### config.mk
export PLATFORM = sky130hd
export DESIGN_NAME = timed_message_queue_flat
export DESIGN_NICKNAME = d
export VERILOG_FILES = /design/src/design/tmq_pkg.sv /design/src/design/tmq_if.sv /design/src/design/timed_message_queue.sv /design/src/design/tmq_store.sv /design/src/flat_wrapper.sv
export SDC_FILE = /design/constraint.sdc
export NUM_CORES = 2
export LEC_CHECK = 0
export ABC_AREA = 1
export BUFFER_PORTS_ARGS = -buffer_cell sky130_fd_sc_hd__buf_2
export CORE_ASPECT_RATIO = 1.2
export CORE_MARGIN = 8
export CORE_UTILIZATION = 45
export CTS_CLUSTER_SIZE = 16
export DETAILED_ROUTE_END_ITERATION = 8
export PLACE_DENSITY = 0.72
export SLEW_MARGIN = 20
export SYNTH_ARGS = -nofsm -noshare
export SYNTH_HDL_FRONTEND = slang
export SYNTH_SLANG_ARGS = --single-unit
### constraint.sdc
create_clock -name clk_i -period 21.7 [get_ports clk_i]
set_clock_uncertainty 0.05 [all_clocks]
set_input_delay 2.17 -clock clk_i [delete_from_list [all_inputs] [get_ports clk_i]]
set_output_delay 2.17 -clock clk_i [all_outputs]
set_load 0.1 [all_outputs]
### src/design/tmq_pkg.sv
// Shared types and constants of the timed message queue.
package tmq_pkg;

  localparam int unsigned QueueDepthDef  = 16;
  localparam int unsigned HandlerBitsDef = 16;

  localparam int unsigned ModeW    = 3;
  localparam int unsigned StatusW  = 3;
  localparam int unsigned IdW      = 16;
  localparam int unsigned CodeW    = 32;
  localparam int unsigned TagW     = 16;
  localparam int unsigned PayloadW = 32;
  localparam int unsigned TimeW    = 64;

  typedef enum logic [ModeW-1:0] {
    MODE_ENQ     = 3'd0,
    MODE_POLL    = 3'd1,
    MODE_REM_H   = 3'd2,
    MODE_REM_HC  = 3'd3,
    MODE_REM_TAG = 3'd4
  } mode_e;

  typedef enum logic [StatusW-1:0] {
    ST_OK        = 3'd0,
    ST_NULL      = 3'd1,
    ST_ZERO_TIME = 3'd2,
    ST_DUP       = 3'd3,
    ST_FULL      = 3'd4,
    ST_NONE      = 3'd5
  } status_e;

  typedef enum logic [3:0] {
    S_IDLE,
    S_SCAN_RD,
    S_SCAN_CHK,
    S_SHIFT_RD,
    S_SHIFT_WR,
    S_INSERT,
    S_HEAD_CHK,
    S_CMP_RD,
    S_CMP_CHK,
    S_DONE
  } state_e;

  typedef struct packed {
    status_e              status;
    logic [IdW-1:0]       handler;
    logic [CodeW-1:0]     code;
    logic [TagW-1:0]      tag;
    logic [PayloadW-1:0]  payload;
    logic [TimeW-1:0]     etime;
  } result_t;

endpackage

### src/design/tmq_if.sv
// Request and result channel interfaces of the timed message queue.
interface tmq_in_if import tmq_pkg::*; ();
  logic                       valid;
  logic                       ready;
  logic [ModeW-1:0]           mode;
  logic [IdW-1:0]             handler_id;
  logic signed [CodeW-1:0]    what_code;
  logic [TagW-1:0]            msg_tag;
  logic [PayloadW-1:0]        msg_payload;
  logic [TimeW-1:0]           exec_time;
  logic [TimeW-1:0]           now_time;

  modport source (output valid, mode, handler_id, what_code, msg_tag, msg_payload,
                  exec_time, now_time, input ready);
  modport sink   (input valid, mode, handler_id, what_code, msg_tag, msg_payload,
                  exec_time, now_time, output ready);
endinterface

interface tmq_out_if import tmq_pkg::*; ();
  logic                       valid;
  logic                       ready;
  logic [StatusW-1:0]         status;
  logic [IdW-1:0]             out_handler;
  logic signed [CodeW-1:0]    out_code;
  logic [TagW-1:0]            out_tag;
  logic [PayloadW-1:0]        out_payload;
  logic [TimeW-1:0]           out_time;

  modport source (output valid, status, out_handler, out_code, out_tag, out_payload,
                  out_time, input ready);
  modport sink   (input valid, status, out_handler, out_code, out_tag, out_payload,
                  out_time, output ready);
endinterface

### src/design/timed_message_queue.sv
// Timed message queue: up to QueueDepth messages held in one entry memory, sorted by execution
// time with equal times in arrival order. One request is worked on at a time. Each step through
// the memory is a read followed by a check or a write back. The request channel reopens once the
// result sits in the output register, so the next request is taken while that result waits.
module timed_message_queue import tmq_pkg::*; #(
  parameter int unsigned QueueDepth  = QueueDepthDef,
  parameter int unsigned HandlerBits = HandlerBitsDef
) (
  input  logic     clk_i,
  input  logic     rst_ni,
  tmq_in_if.sink   in_if,
  tmq_out_if.source out_if
);

  localparam int unsigned AddrW = $clog2(QueueDepth);
  localparam int unsigned CntW  = $clog2(QueueDepth + 1);

  typedef struct packed {
    logic [TimeW-1:0]       etime;
    logic [HandlerBits-1:0] handler;
    logic [CodeW-1:0]       code;
    logic [TagW-1:0]        tag;
    logic [PayloadW-1:0]    payload;
  } entry_t;

  localparam int unsigned EntryW = $bits(entry_t);

  state_e                 state_q, state_d;
  mode_e                  mode_q, mode_d;
  logic [HandlerBits-1:0] h_q, h_d;
  logic [CodeW-1:0]       code_q, code_d;
  logic [TagW-1:0]        tag_q, tag_d;
  logic [PayloadW-1:0]    pay_q, pay_d;
  logic [TimeW-1:0]       time_q, time_d;
  logic [TimeW-1:0]       now_q, now_d;
  logic [CntW-1:0]        count_q, count_d;
  logic [CntW-1:0]        idx_q, idx_d;
  logic [CntW-1:0]        wr_q, wr_d;
  logic [CntW-1:0]        pos_q, pos_d;
  logic                   found_q, found_d;
  result_t                res_q, res_d;
  result_t                out_q, out_d;
  logic                   out_valid_q, out_valid_d;

  logic                   we;
  logic [AddrW-1:0]       waddr, raddr;
  entry_t                 wdata, rdata;
  logic [EntryW-1:0]      rdata_raw;

  logic [HandlerBits+IdW-1:0] h_in_ext;
  logic [HandlerBits+IdW-1:0] h_out_ext;
  logic [HandlerBits-1:0]     h_in;
  logic [CntW-1:0]            idx_m1;
  logic                       hit;

  tmq_store #(
    .Depth (QueueDepth),
    .Width (EntryW)
  ) u_store (
    .clk_i   (clk_i),
    .we_i    (we),
    .waddr_i (waddr),
    .wdata_i (wdata),
    .raddr_i (raddr),
    .rdata_o (rdata_raw)
  );

  assign rdata = entry_t'(rdata_raw);

  // The handler is taken modulo 2^HandlerBits, and returned at the port width.
  assign h_in_ext  = {{HandlerBits{1'b0}}, in_if.handler_id};
  assign h_in      = h_in_ext[HandlerBits-1:0];
  assign h_out_ext = {{IdW{1'b0}}, rdata.handler};
  assign idx_m1    = idx_q - CntW'(1);

  always_comb begin
    case (mode_q)
      MODE_REM_H:   hit = (rdata.handler == h_q);
      MODE_REM_HC:  hit = (rdata.handler == h_q) && (rdata.code == code_q);
      MODE_REM_TAG: hit = (rdata.handler == h_q) && (rdata.tag == tag_q) && !found_q;
      default:      hit = 1'b0;
    endcase
  end

  always_comb begin
    state_d     = state_q;
    mode_d      = mode_q;
    h_d         = h_q;
    code_d      = code_q;
    tag_d       = tag_q;
    pay_d       = pay_q;
    time_d      = time_q;
    now_d       = now_q;
    count_d     = count_q;
    idx_d       = idx_q;
    wr_d        = wr_q;
    pos_d       = pos_q;
    found_d     = found_q;
    res_d       = res_q;
    out_d       = out_q;
    out_valid_d = out_valid_q && !out_if.ready;
    we          = 1'b0;
    waddr       = '0;
    wdata       = '0;
    raddr       = '0;
    in_if.ready = (state_q == S_IDLE);

    case (state_q)
      S_IDLE: begin
        if (in_if.valid) begin
          mode_d  = mode_e'(in_if.mode);
          h_d     = h_in;
          code_d  = in_if.what_code;
          tag_d   = in_if.msg_tag;
          pay_d   = in_if.msg_payload;
          time_d  = in_if.exec_time;
          now_d   = in_if.now_time;
          idx_d   = '0;
          wr_d    = '0;
          pos_d   = count_q;
          found_d = 1'b0;
          res_d   = '0;
          res_d.status = ST_NONE;
          state_d = S_DONE;
          case (mode_e'(in_if.mode))
            MODE_ENQ: begin
              if (h_in == '0 || in_if.msg_tag == '0) begin
                res_d.status = ST_NULL;
              end else if (in_if.exec_time == '0) begin
                res_d.status = ST_ZERO_TIME;
              end else begin
                state_d = S_SCAN_RD;
              end
            end
            MODE_POLL: begin
              if (count_q != '0) begin
                state_d = S_HEAD_CHK;
              end
            end
            MODE_REM_H, MODE_REM_HC: begin
              if (h_in == '0) begin
                res_d.status = ST_NULL;
              end else begin
                state_d = S_CMP_RD;
              end
            end
            MODE_REM_TAG: begin
              if (h_in == '0 || in_if.msg_tag == '0) begin
                res_d.status = ST_NULL;
              end else begin
                state_d = S_CMP_RD;
              end
            end
            default: begin
              state_d = S_DONE;
            end
          endcase
        end
      end
      S_SCAN_RD: begin
        if (idx_q == count_q) begin
          if (found_q) begin
            res_d.status = ST_DUP;
            state_d      = S_DONE;
          end else if (count_q == CntW'(QueueDepth)) begin
            res_d.status = ST_FULL;
            state_d      = S_DONE;
          end else begin
            state_d = S_SHIFT_RD;
          end
        end else begin
          raddr   = idx_q[AddrW-1:0];
          state_d = S_SCAN_CHK;
        end
      end
      S_SCAN_CHK: begin
        // found_q marks a duplicate tag here; pos stays at count until a later time is seen.
        if (rdata.tag == tag_q) begin
          found_d = 1'b1;
        end
        if (pos_q == count_q && rdata.etime > time_q) begin
          pos_d = idx_q;
        end
        idx_d   = idx_q + CntW'(1);
        state_d = S_SCAN_RD;
      end
      S_SHIFT_RD: begin
        if (idx_q == pos_q) begin
          state_d = S_INSERT;
        end else begin
          raddr   = idx_m1[AddrW-1:0];
          state_d = S_SHIFT_WR;
        end
      end
      S_SHIFT_WR: begin
        we      = 1'b1;
        waddr   = idx_q[AddrW-1:0];
        wdata   = rdata;
        idx_d   = idx_m1;
        state_d = S_SHIFT_RD;
      end
      S_INSERT: begin
        we            = 1'b1;
        waddr         = pos_q[AddrW-1:0];
        wdata.etime   = time_q;
        wdata.handler = h_q;
        wdata.code    = code_q;
        wdata.tag     = tag_q;
        wdata.payload = pay_q;
        count_d       = count_q + CntW'(1);
        res_d.status  = ST_OK;
        state_d       = S_DONE;
      end
      S_HEAD_CHK: begin
        if (now_q >= rdata.etime) begin
          res_d.handler = h_out_ext[IdW-1:0];
          res_d.code    = rdata.code;
          res_d.tag     = rdata.tag;
          res_d.payload = rdata.payload;
          res_d.etime   = rdata.etime;
          found_d       = 1'b1;
          idx_d         = CntW'(1);
          state_d       = S_CMP_RD;
        end else begin
          state_d = S_DONE;
        end
      end
      S_CMP_RD: begin
        if (idx_q == count_q) begin
          count_d      = wr_q;
          res_d.status = found_q ? ST_OK : ST_NONE;
          state_d      = S_DONE;
        end else begin
          raddr   = idx_q[AddrW-1:0];
          state_d = S_CMP_CHK;
        end
      end
      S_CMP_CHK: begin
        // Kept entries move down to the write pointer, which never passes the read index.
        if (hit) begin
          found_d = 1'b1;
        end else begin
          we    = 1'b1;
          waddr = wr_q[AddrW-1:0];
          wdata = rdata;
          wr_d  = wr_q + CntW'(1);
        end
        idx_d   = idx_q + CntW'(1);
        state_d = S_CMP_RD;
      end
      S_DONE: begin
        if (!out_valid_q || out_if.ready) begin
          out_d       = res_q;
          out_valid_d = 1'b1;
          state_d     = S_IDLE;
        end
      end
      default: begin
        state_d = S_IDLE;
      end
    endcase
  end

  always_ff @(posedge clk_i or negedge rst_ni) begin
    if (!rst_ni) begin
      state_q     <= S_IDLE;
      count_q     <= '0;
      out_valid_q <= 1'b0;
    end else begin
      state_q     <= state_d;
      count_q     <= count_d;
      out_valid_q <= out_valid_d;
    end
  end

  always_ff @(posedge clk_i) begin
    mode_q  <= mode_d;
    h_q     <= h_d;
    code_q  <= code_d;
    tag_q   <= tag_d;
    pay_q   <= pay_d;
    time_q  <= time_d;
    now_q   <= now_d;
    idx_q   <= idx_d;
    wr_q    <= wr_d;
    pos_q   <= pos_d;
    found_q <= found_d;
    res_q   <= res_d;
    out_q   <= out_d;
  end

  assign out_if.valid       = out_valid_q;
  assign out_if.status      = out_q.status;
  assign out_if.out_handler = out_q.handler;
  assign out_if.out_code    = out_q.code;
  assign out_if.out_tag     = out_q.tag;
  assign out_if.out_payload = out_q.payload;
  assign out_if.out_time    = out_q.etime;

endmodule

### src/design/tmq_store.sv
// Entry memory: one write port, one read port with registered read data.
module tmq_store #(
  parameter int unsigned Depth = 16,
  parameter int unsigned Width = 8
) (
  input  logic                     clk_i,
  input  logic                     we_i,
  input  logic [$clog2(Depth)-1:0] waddr_i,
  input  logic [Width-1:0]         wdata_i,
  input  logic [$clog2(Depth)-1:0] raddr_i,
  output logic [Width-1:0]         rdata_o
);

  logic [Width-1:0] mem [Depth];
  logic [Width-1:0] rdata_q;

  always_ff @(posedge clk_i) begin
    if (we_i) begin
      mem[waddr_i] <= wdata_i;
    end
  end

  always_ff @(posedge clk_i) begin
    rdata_q <= mem[raddr_i];
  end

  assign rdata_o = rdata_q;

endmodule

### src/flat_wrapper.sv
// flat-port wrapper written by rule: the top's interface ports become plain ports
module timed_message_queue_flat import tmq_pkg::*;
#(
  parameter int unsigned QueueDepth  = QueueDepthDef,
  parameter int unsigned HandlerBits = HandlerBitsDef
)
  (clk_i, rst_ni, in_if_valid, in_if_mode, in_if_handler_id, in_if_what_code, in_if_msg_tag, in_if_msg_payload, in_if_exec_time, in_if_now_time, in_if_ready, out_if_valid, out_if_status, out_if_out_handler, out_if_out_code, out_if_out_tag, out_if_out_payload, out_if_out_time, out_if_ready);
  tmq_in_if in_if_i ();
  tmq_out_if out_if_i ();
  input  logic clk_i;
  input  logic rst_ni;
  input wire logic [$bits(in_if_i.valid)-1:0] in_if_valid;
  input wire logic [$bits(in_if_i.mode)-1:0] in_if_mode;
  input wire logic [$bits(in_if_i.handler_id)-1:0] in_if_handler_id;
  input wire logic [$bits(in_if_i.what_code)-1:0] in_if_what_code;
  input wire logic [$bits(in_if_i.msg_tag)-1:0] in_if_msg_tag;
  input wire logic [$bits(in_if_i.msg_payload)-1:0] in_if_msg_payload;
  input wire logic [$bits(in_if_i.exec_time)-1:0] in_if_exec_time;
  input wire logic [$bits(in_if_i.now_time)-1:0] in_if_now_time;
  output wire logic [$bits(in_if_i.ready)-1:0] in_if_ready;
  output wire logic [$bits(out_if_i.valid)-1:0] out_if_valid;
  output wire logic [$bits(out_if_i.status)-1:0] out_if_status;
  output wire logic [$bits(out_if_i.out_handler)-1:0] out_if_out_handler;
  output wire logic [$bits(out_if_i.out_code)-1:0] out_if_out_code;
  output wire logic [$bits(out_if_i.out_tag)-1:0] out_if_out_tag;
  output wire logic [$bits(out_if_i.out_payload)-1:0] out_if_out_payload;
  output wire logic [$bits(out_if_i.out_time)-1:0] out_if_out_time;
  input wire logic [$bits(out_if_i.ready)-1:0] out_if_ready;
  assign in_if_i.valid = in_if_valid;
  assign in_if_i.mode = in_if_mode;
  assign in_if_i.handler_id = in_if_handler_id;
  assign in_if_i.what_code = in_if_what_code;
  assign in_if_i.msg_tag = in_if_msg_tag;
  assign in_if_i.msg_payload = in_if_msg_payload;
  assign in_if_i.exec_time = in_if_exec_time;
  assign in_if_i.now_time = in_if_now_time;
  assign in_if_ready = in_if_i.ready;
  assign out_if_valid = out_if_i.valid;
  assign out_if_status = out_if_i.status;
  assign out_if_out_handler = out_if_i.out_handler;
  assign out_if_out_code = out_if_i.out_code;
  assign out_if_out_tag = out_if_i.out_tag;
  assign out_if_out_payload = out_if_i.out_payload;
  assign out_if_out_time = out_if_i.out_time;
  assign out_if_i.ready = out_if_ready;
  timed_message_queue #(.QueueDepth(QueueDepth), .HandlerBits(HandlerBits)) u_core (.clk_i(clk_i), .rst_ni(rst_ni), .in_if(in_if_i), .out_if(out_if_i));
endmodule
## Word level (Yosys, flattened, before mapping)

Memory sizes are Yosys's and may differ from the RTL's. A register that Yosys moved wholly into a read port is not among the register bits.
Cells that the tools add are included.

| storage, ports and cells | value |
|---|---|
| register bits after elaboration | 579 |
| bits in writable memories | 2,560 |
| output and inout bits | 165 |
| logic and storage cells | 161 |
| memories | 1 |

| cells by class | value |
|---|---|
| $add $sub $neg | 4 |
| order comparisons | 2 |
| eq/ne operators | 33 |
| multiplexer cells | 58 |
| reduce and logical (&&, ||, !) cells | 37 |

Memories:

| memory | words | width | rd ports | clocked after memory_dff | write ports | line | RTL |
|---|---|---|---|---|---|---|---|
| u_core.u_store.mem | 16 | 160 | 1 | 1 | 1 | tmq_store.sv:14 | `logic [Width-1:0] mem [Depth];` |

Operators with widths:

| kind | count |
|---|---|
| $pmux W160 S3 | 1 |
| $mux W160 | 2 |
| $pmux W160 S2 | 1 |
| $mux W163 | 1 |
| $ge A64 B64 Y1 | 1 |
| $gt A64 B64 Y1 | 1 |
| $logic_not A64 Y1 | 1 |
| $mux W4 | 14 |
| $pmux W4 S10 | 1 |
| $eq A16 B16 Y1 | 2 |
| $eq A32 B32 Y1 | 1 |
| $logic_not A16 Y1 | 2 |
| $mux W5 | 6 |
| $pmux W5 S2 | 3 |
| $mux W3 | 9 |
| $pmux W5 S4 | 1 |
| $eq A4 B3 Y1 const B | 4 |
| $pmux W4 S4 | 1 |
| $add A5 B1 Y5 const B | 3 |
| $eq A5 B5 Y1 | 3 |
| $ne A2 B1 Y1 const B | 7 |
| $eq A3 B2 Y1 const B | 4 |
| $pmux W3 S4 | 1 |
| $pmux W4 S3 | 1 |
| other kinds (27) | 63 |

## Logic depth before layout (Yosys ltp)

| depth | value |
|---|---|
| depth after elaboration | 8 |
| gate-level depth with buffers | 17 |
| depth with buffers taken out | 17 |

## By module

A second synthesis with hierarchy kept.

| unflattened totals | value |
|---|---|
| cell total of the unflattened synthesis | 12,160 |
| area, all modules | 136,050.5 um2 |

By module, submodules not included:

| module | times used | cells each | area each (um2) |
|---|---|---|---|
| tmq_store | 1 | 9,723 | 109,735.2 |
| timed_message_queue | 1 | 2,437 | 26,315.2 |

## Worst setup path after synthesis

No wires, ideal clock.

| timing | value |
|---|---|
| kind | register to register |
| start point | register u_core.state_q[1] |
| end point | register u_core.res_q[0] (netlist bit) (enable) |
| library setup time | 0.526 ns |
| arrival | 16.242 ns |
| setup slack | 4.882 ns |
| stages on the path, launching flop included | 8 |
| period minus slack after synthesis | 16.818 ns |
| path through | dfrtp_1 -> nor3_1 -> inv_1 -> nor2_1 -> inv_1 -> nor2_1 -> inv_1 -> nand2_1 |

| on the way | value |
|---|---|
| cells in the longest elaborated chain, start to end | 3 |
| elaborated cells on any way between the ends | 6 |
| classes of those cells | 3 x eq/ne; 3 x reduce/logical |

Ends and longest elaborated chain:

| what | line | RTL |
|---|---|---|
| start, declared | timed_message_queue.sv:28 | `state_e state_q, state_d;` |
| start signal, assigned | timed_message_queue.sv:270 | `state_q <= state_d;` |
| $logic_not A4 Y1 (*) | - |  |
| net in_if_ready | flat_wrapper.sv:20 | `output wire logic [$bits(in_if_i.ready)-1:0] in_if_ready;` |
| $ne A2 B2 Y1 (no source line) / $reduce_bool A2 Y1 (equally long branches) | - |  |
| $reduce_and A3 Y1 (no source line) (*) | - |  |
| end signal, assigned | timed_message_queue.sv:288 | `res_q <= res_d;` |
| end, declared | timed_message_queue.sv:41 | `result_t res_q, res_d;` |

Mark *: on every way through the listed nets, which the timed path passes. The rest lies on a longest branch.
A chain may end at the register's enable or synchronous reset.

## Final worst setup path

| timing | value |
|---|---|
| start point | register u_core.idx_q[0] |
| end point | register u_core.u_store.rdata_q[13] (netlist: u_core.u_store.rdata_o[13]) (read register of u_core.u_store.mem) |

| on the way | value |
|---|---|
| cells in the longest elaborated chain, start to end | 3 |
| elaborated cells on any way between the ends | 6 |
| classes of those cells | 1 x add/sub; 2 x eq/ne; 3 x mux |

Ends and longest elaborated chain:

| what | line | RTL |
|---|---|---|
| start, declared | timed_message_queue.sv:37 | `logic [CntW-1:0] idx_q, idx_d;` |
| start signal, assigned | timed_message_queue.sv:284 | `idx_q <= idx_d;` |
| $sub A5 B1 Y5 (tied with other cells) | timed_message_queue.sv:74 | `assign idx_m1 = idx_q - CntW'(1);` |
| $mux W4 (on tied branches) | timed_message_queue.sv:188, timed_message_queue.sv:161, timed_message_queue.sv:229 |  |
| $pmux W4 S2 (*) | timed_message_queue.sv:108 | `case (state_q)` |
| end, declared | tmq_store.sv:15 | `logic [Width-1:0] rdata_q;` |

Every way passes the cells marked *; elsewhere a longest branch is shown, timed or not.

==> metrics.log <==
INFO  metric synth_area = 0.1342 mm2
INFO  metric maximum_buffer_depth_of_the_clock_tree = 4
INFO  metric min_period = 6708 ps
INFO  metric drc_errors = 0
INFO  metric postSynth.topFlopCell = sky130_fd_sc_hd__edfxtp_1
INFO  metric antenna_left = 0
INFO  metric fin_tns_setup = 0 ps
INFO  metric pin_count_of_the_biggest_net_entering_global_routing = 239
INFO  metric period_share = 30.91%
INFO  metric cts_root_buffer = sky130_fd_sc_hd__clkbuf_16
INFO  metric hp-class = register to register
INFO  metric final-instance-count-excl-fill = 16030
INFO  metric hold_viol = 0
INFO  metric synth.lib_cells_used.distinct = 45
INFO  metric globalplace.congestion = 0.8200
INFO  metric status = completed
INFO  metric place.port_buffers = 395
INFO  metric critPathLaunchType = register
INFO  metric final_util = 51.03%
INFO  metric cellPowerDensity = 142.9 mW/mm2
INFO  metric cts_setup_buffers = 0
INFO  metric vdd.ir_drop.worst = 0.0001156 V
INFO  metric floorplan.io_pins = 396
INFO  metric initial_utilization = 45.23%
INFO  metric totalPowerFinal = 0.02165 W
INFO  metric dp.final_hpwl = 190300 um
INFO  metric firstDrtPassIters = 6
INFO  metric post_cts_hold_buffer_count = 0
INFO  metric whs_path_depth = 0
INFO  metric clk_latency = 910 ps
INFO  metric yosys_warnings = 0
INFO  metric critical_path.reg2reg.endpoint = u_core.u_store.rdata_o[13]$_DFF_P_
INFO  metric tritoncts_clock_tree = yes
INFO  metric sequential_element_share_of_the_synthesized_area = 72.58%
INFO  metric cp-startpoint = u_core.idx_q[0]$_DFFE_PP_
INFO  metric synth.ff_latch_count = 3299
INFO  metric max-slew-margin-rel = 21.50%
INFO  metric min-delay-start = u_core.res_q[125]$_SDFFCE_PN0P_
INFO  metric total_via_count_after_detailed_routing = 86520
INFO  metric p_leak = 58.59 nW
INFO  metric category_of_the_critical_setup_timing_path = register to register
INFO  metric worstReg2RegStart = u_core.idx_q[0]$_DFFE_PP_
INFO  metric first_iteration_detailed_routing_drc_count = 9233
INFO  metric final_nets = 12140
INFO  metric max_freq = 149.1 MHz
INFO  metric width_of_the_die = 514.5 um
INFO  metric global_route_wire_length_before_repair = 527100 um
INFO  metric overflow = 0
INFO  metric die_area = 0.3161 mm2
INFO  metric final-max-slew-violation-count = 0
INFO  metric antenna_found_initial = 14
INFO  metric setup-violations-final = 0
INFO  metric timing.hold.ws = 345.7 ps
INFO  metric rsz0062_at_grt = false
INFO  metric syn2layout_area_growth = 12.84%
INFO  metric critical_path_peak_fanout = 121
INFO  metric std_cell_rows = 219
INFO  metric layout-drive-gt1-share = 9.587%
INFO  metric nFillCells = 24840
INFO  metric core = 0.2968 mm2
INFO  metric numClockSinks = 3299
INFO  metric grt_usage = 21.68%
INFO  metric timing.critical_path.required = 22420 ps
INFO  metric vias_per_cell = 5.396
INFO  metric synthesis.area_per_instance = 11.73 um2
INFO  metric max-cap-violations = 0
INFO  metric route.detailed.wl_per_inst = 22.19 um
INFO  metric htree_num_levels = 5
INFO  metric cts-resized-gates = 0
INFO  metric synth_edf_count = 3129
INFO  metric timing.reg2reg.setup_slack = 14990 ps
INFO  metric critPathCaptureType = register
INFO  metric arrival = 7430 ps
INFO  metric place_inst = 15410
INFO  metric worstRegToRegCells = 15
INFO  metric tightest_slew = 1170 ps
INFO  metric synthesis.nets = 11800
INFO  metric min_to = u_core.out_if.out_code[13]$_DFFE_PP_
INFO  metric postSynth.asyncResetShare = 0.3031%
INFO  metric floorplan.die.height = 614.2 um
INFO  metric drt_wl_total = 355700 um
INFO  metric worst_setup_hold_path_clk_slew = 70 ps
INFO  metric tritoncts.num_buffers = 337
INFO  metric synthCells = 11440
INFO  metric first_global_vias = 84270
stage by stage:
step	setup slack, ps	cell area [um2]
4_1_cts	15190	151400
6_report	14990	151400
2_1_floorplan	4882	134200
3_5_place_dp	15170	140400
5_1_grt	14610	151400
3_3_place_gp	15290	140300
report_power, final:
| part | total, W | internal (W) | switching [W] |
|---|---|---|---|
| registers | 0.00883 | 0.00842 | 0.000403 |
| logic | 0.00703 | 0.00182 | 0.00522 |
| clock network | 0.00578 | 0.00335 | 0.00243 |
cell usage after synthesis (all sizes together), types with 2 or more instances:
cell    count  share of area [%]
edfxtp   3129                 70
o211ai    324                1.8
nand2    3873                 11
a22o       60               0.39
dfrtp      10               0.19
a31oi       2             0.0093
ha        133                1.2
buf       418                1.5
o22ai       6              0.037
nor4        4              0.019
nand3b    163               0.91
o21ai     307                1.1
a21oi      79               0.29
nand4      41               0.19
nor2      327               0.93
dfxtp     160                2.4
nand3    1165                4.4
xor2       28               0.18
o21a        4              0.022
inv       978                2.7
xnor2      19               0.12
nor3       16              0.060
clkbuf    184               0.52
worst max-delay path, stage by stage (launching register included):
cell,delay (ps)
sky130_fd_sc_hd__edfxtp_1,560
sky130_fd_sc_hd__xor2_1,230
sky130_fd_sc_hd__nor3_1,60
sky130_fd_sc_hd__nand3_1,210
sky130_fd_sc_hd__nand3_4,120
sky130_fd_sc_hd__buf_12,320
sky130_fd_sc_hd__nand2_8,660
sky130_fd_sc_hd__buf_4,840
sky130_fd_sc_hd__buf_4,780
sky130_fd_sc_hd__buf_4,910
sky130_fd_sc_hd__buf_4,920
sky130_fd_sc_hd__o21ai_0,170
sky130_fd_sc_hd__nand2_1,100
sky130_fd_sc_hd__nand3_1,100
sky130_fd_sc_hd__nand3_1,120
sky130_fd_sc_hd__nand2_1,60
logic make-up (layout without fill, tap and decap cells):
kind of cell               Yosys count  count (layout)  share of synthesized area [%]
and+or+nand+nor                   5590            5590                          17.32
xor gates and xnor gates            47              47                         0.3067
buffers and inverters             1581            2189                          4.795
DFF                               3299            3299                          72.58
adders and majority gates          133             133                          1.240
AOI/OAI and AO/OA                  790             790                          3.761
other                                0               7                              0
worst max path at each step:
stage | to | slack, ps | cells past startpoint
floorplan | u_core.res_q[0]$_SDFFCE_PN0P_ | 4880 | 7
global placement | u_core.u_store.rdata_o[12]$_DFF_P_ | 15290 | 15
detailed placement | u_core.u_store.rdata_o[12]$_DFF_P_ | 15170 | 15
CTS | u_core.u_store.rdata_o[9]$_DFF_P_ | 15190 | 16
global route | u_core.u_store.rdata_o[14]$_DFF_P_ | 14610 | 15
finish | u_core.u_store.rdata_o[13]$_DFF_P_ | 14990 | 15
cell usage in the layout, fill, tap and decap left out, types with 4 or more instances in the layout:
cell type | synthesis | final
sky130_fd_sc_hd__buf_4 | 6 | 182
sky130_fd_sc_hd__clkbuf_1 | 183 | 68
sky130_fd_sc_hd__buf_2 | 381 | 395
sky130_fd_sc_hd__clkbuf_16 | 0 | 340
sky130_fd_sc_hd__ha_1 | 133 | 133
sky130_fd_sc_hd__inv_16 | 0 | 5
sky130_fd_sc_hd__clkinv_1 | 1 | 53
sky130_fd_sc_hd__dfrtp_1 | 10 | 10
sky130_fd_sc_hd__nand2_1 | 3870 | 3868
sky130_fd_sc_hd__nand4_1 | 41 | 41
sky130_fd_sc_hd__diode_2 | 0 | 7
sky130_fd_sc_hd__o21ai_1 | 2 | 18
sky130_fd_sc_hd__o21ai_0 | 305 | 274
sky130_fd_sc_hd__clkinv_2 | 0 | 58
sky130_fd_sc_hd__nand3_1 | 1162 | 1162
sky130_fd_sc_hd__o21ai_2 | 0 | 14
sky130_fd_sc_hd__buf_6 | 0 | 4
sky130_fd_sc_hd__clkbuf_8 | 0 | 31
sky130_fd_sc_hd__inv_6 | 0 | 10
sky130_fd_sc_hd__inv_8 | 0 | 6
sky130_fd_sc_hd__buf_12 | 0 | 13
sky130_fd_sc_hd__dfxtp_1 | 160 | 160
sky130_fd_sc_hd__o21a_1 | 4 | 4
sky130_fd_sc_hd__a22o_1 | 60 | 60
sky130_fd_sc_hd__inv_2 | 12 | 7
sky130_fd_sc_hd__nand3b_1 | 163 | 163
sky130_fd_sc_hd__a21oi_1 | 79 | 78
sky130_fd_sc_hd__xor2_1 | 28 | 28
sky130_fd_sc_hd__bufinv_16 | 0 | 29
sky130_fd_sc_hd__o211ai_1 | 324 | 324
sky130_fd_sc_hd__clkinvlp_4 | 0 | 11
sky130_fd_sc_hd__clkinv_8 | 0 | 4
sky130_fd_sc_hd__nor3_1 | 16 | 15
sky130_fd_sc_hd__o22ai_1 | 4 | 4
sky130_fd_sc_hd__inv_1 | 966 | 965
sky130_fd_sc_hd__edfxtp_1 | 3129 | 3129
sky130_fd_sc_hd__xnor2_1 | 19 | 19
sky130_fd_sc_hd__nor2_4 | 2 | 21
sky130_fd_sc_hd__nor2_1 | 324 | 305
sequential cells by signal, indices dropped and copies added, names as in the netlist, 32 cells and up:
signal and cells:
u_core.code_q 32, u_core.out_if.out_code 32, u_core.time_q 64, u_core.u_store.mem 2560
u_core.res_q 163, u_core.now_q 64, u_core.out_if.out_payload 32, u_core.u_store.rdata_o 160
u_core.pay_q 32, u_core.out_if.out_time 64
per-layer routing:
| layer | vias to the layer above | track usage (%) | routed length (um) |
|---|---|---|---|
| met2 | 3774 | 36.86 | 172600 |
| li1 | 39800 | - | - |
| met3 | 779 | 3.707 | 28530 |
| met5 | - | 0 | 49 |
| met4 | 8 | 9.710 | 17800 |
| met1 | 42160 | 27.27 | 136700 |
final cells by class:
class                   instances  area [um2]  share of cell area (%)
well taps                    3978        4977                   3.287
flip-flops and latches       3299       97410                   64.32
multi-input cells            6560       30640                   20.23
repair buffers                595        3676                   2.427
inverters                     979        3715                   2.453
clock buffers                 439        9190                   6.068
diodes                          7       17.52                 0.01157
clock inverters               176        1819                   1.201
Power figures use the tool's default switching activity.
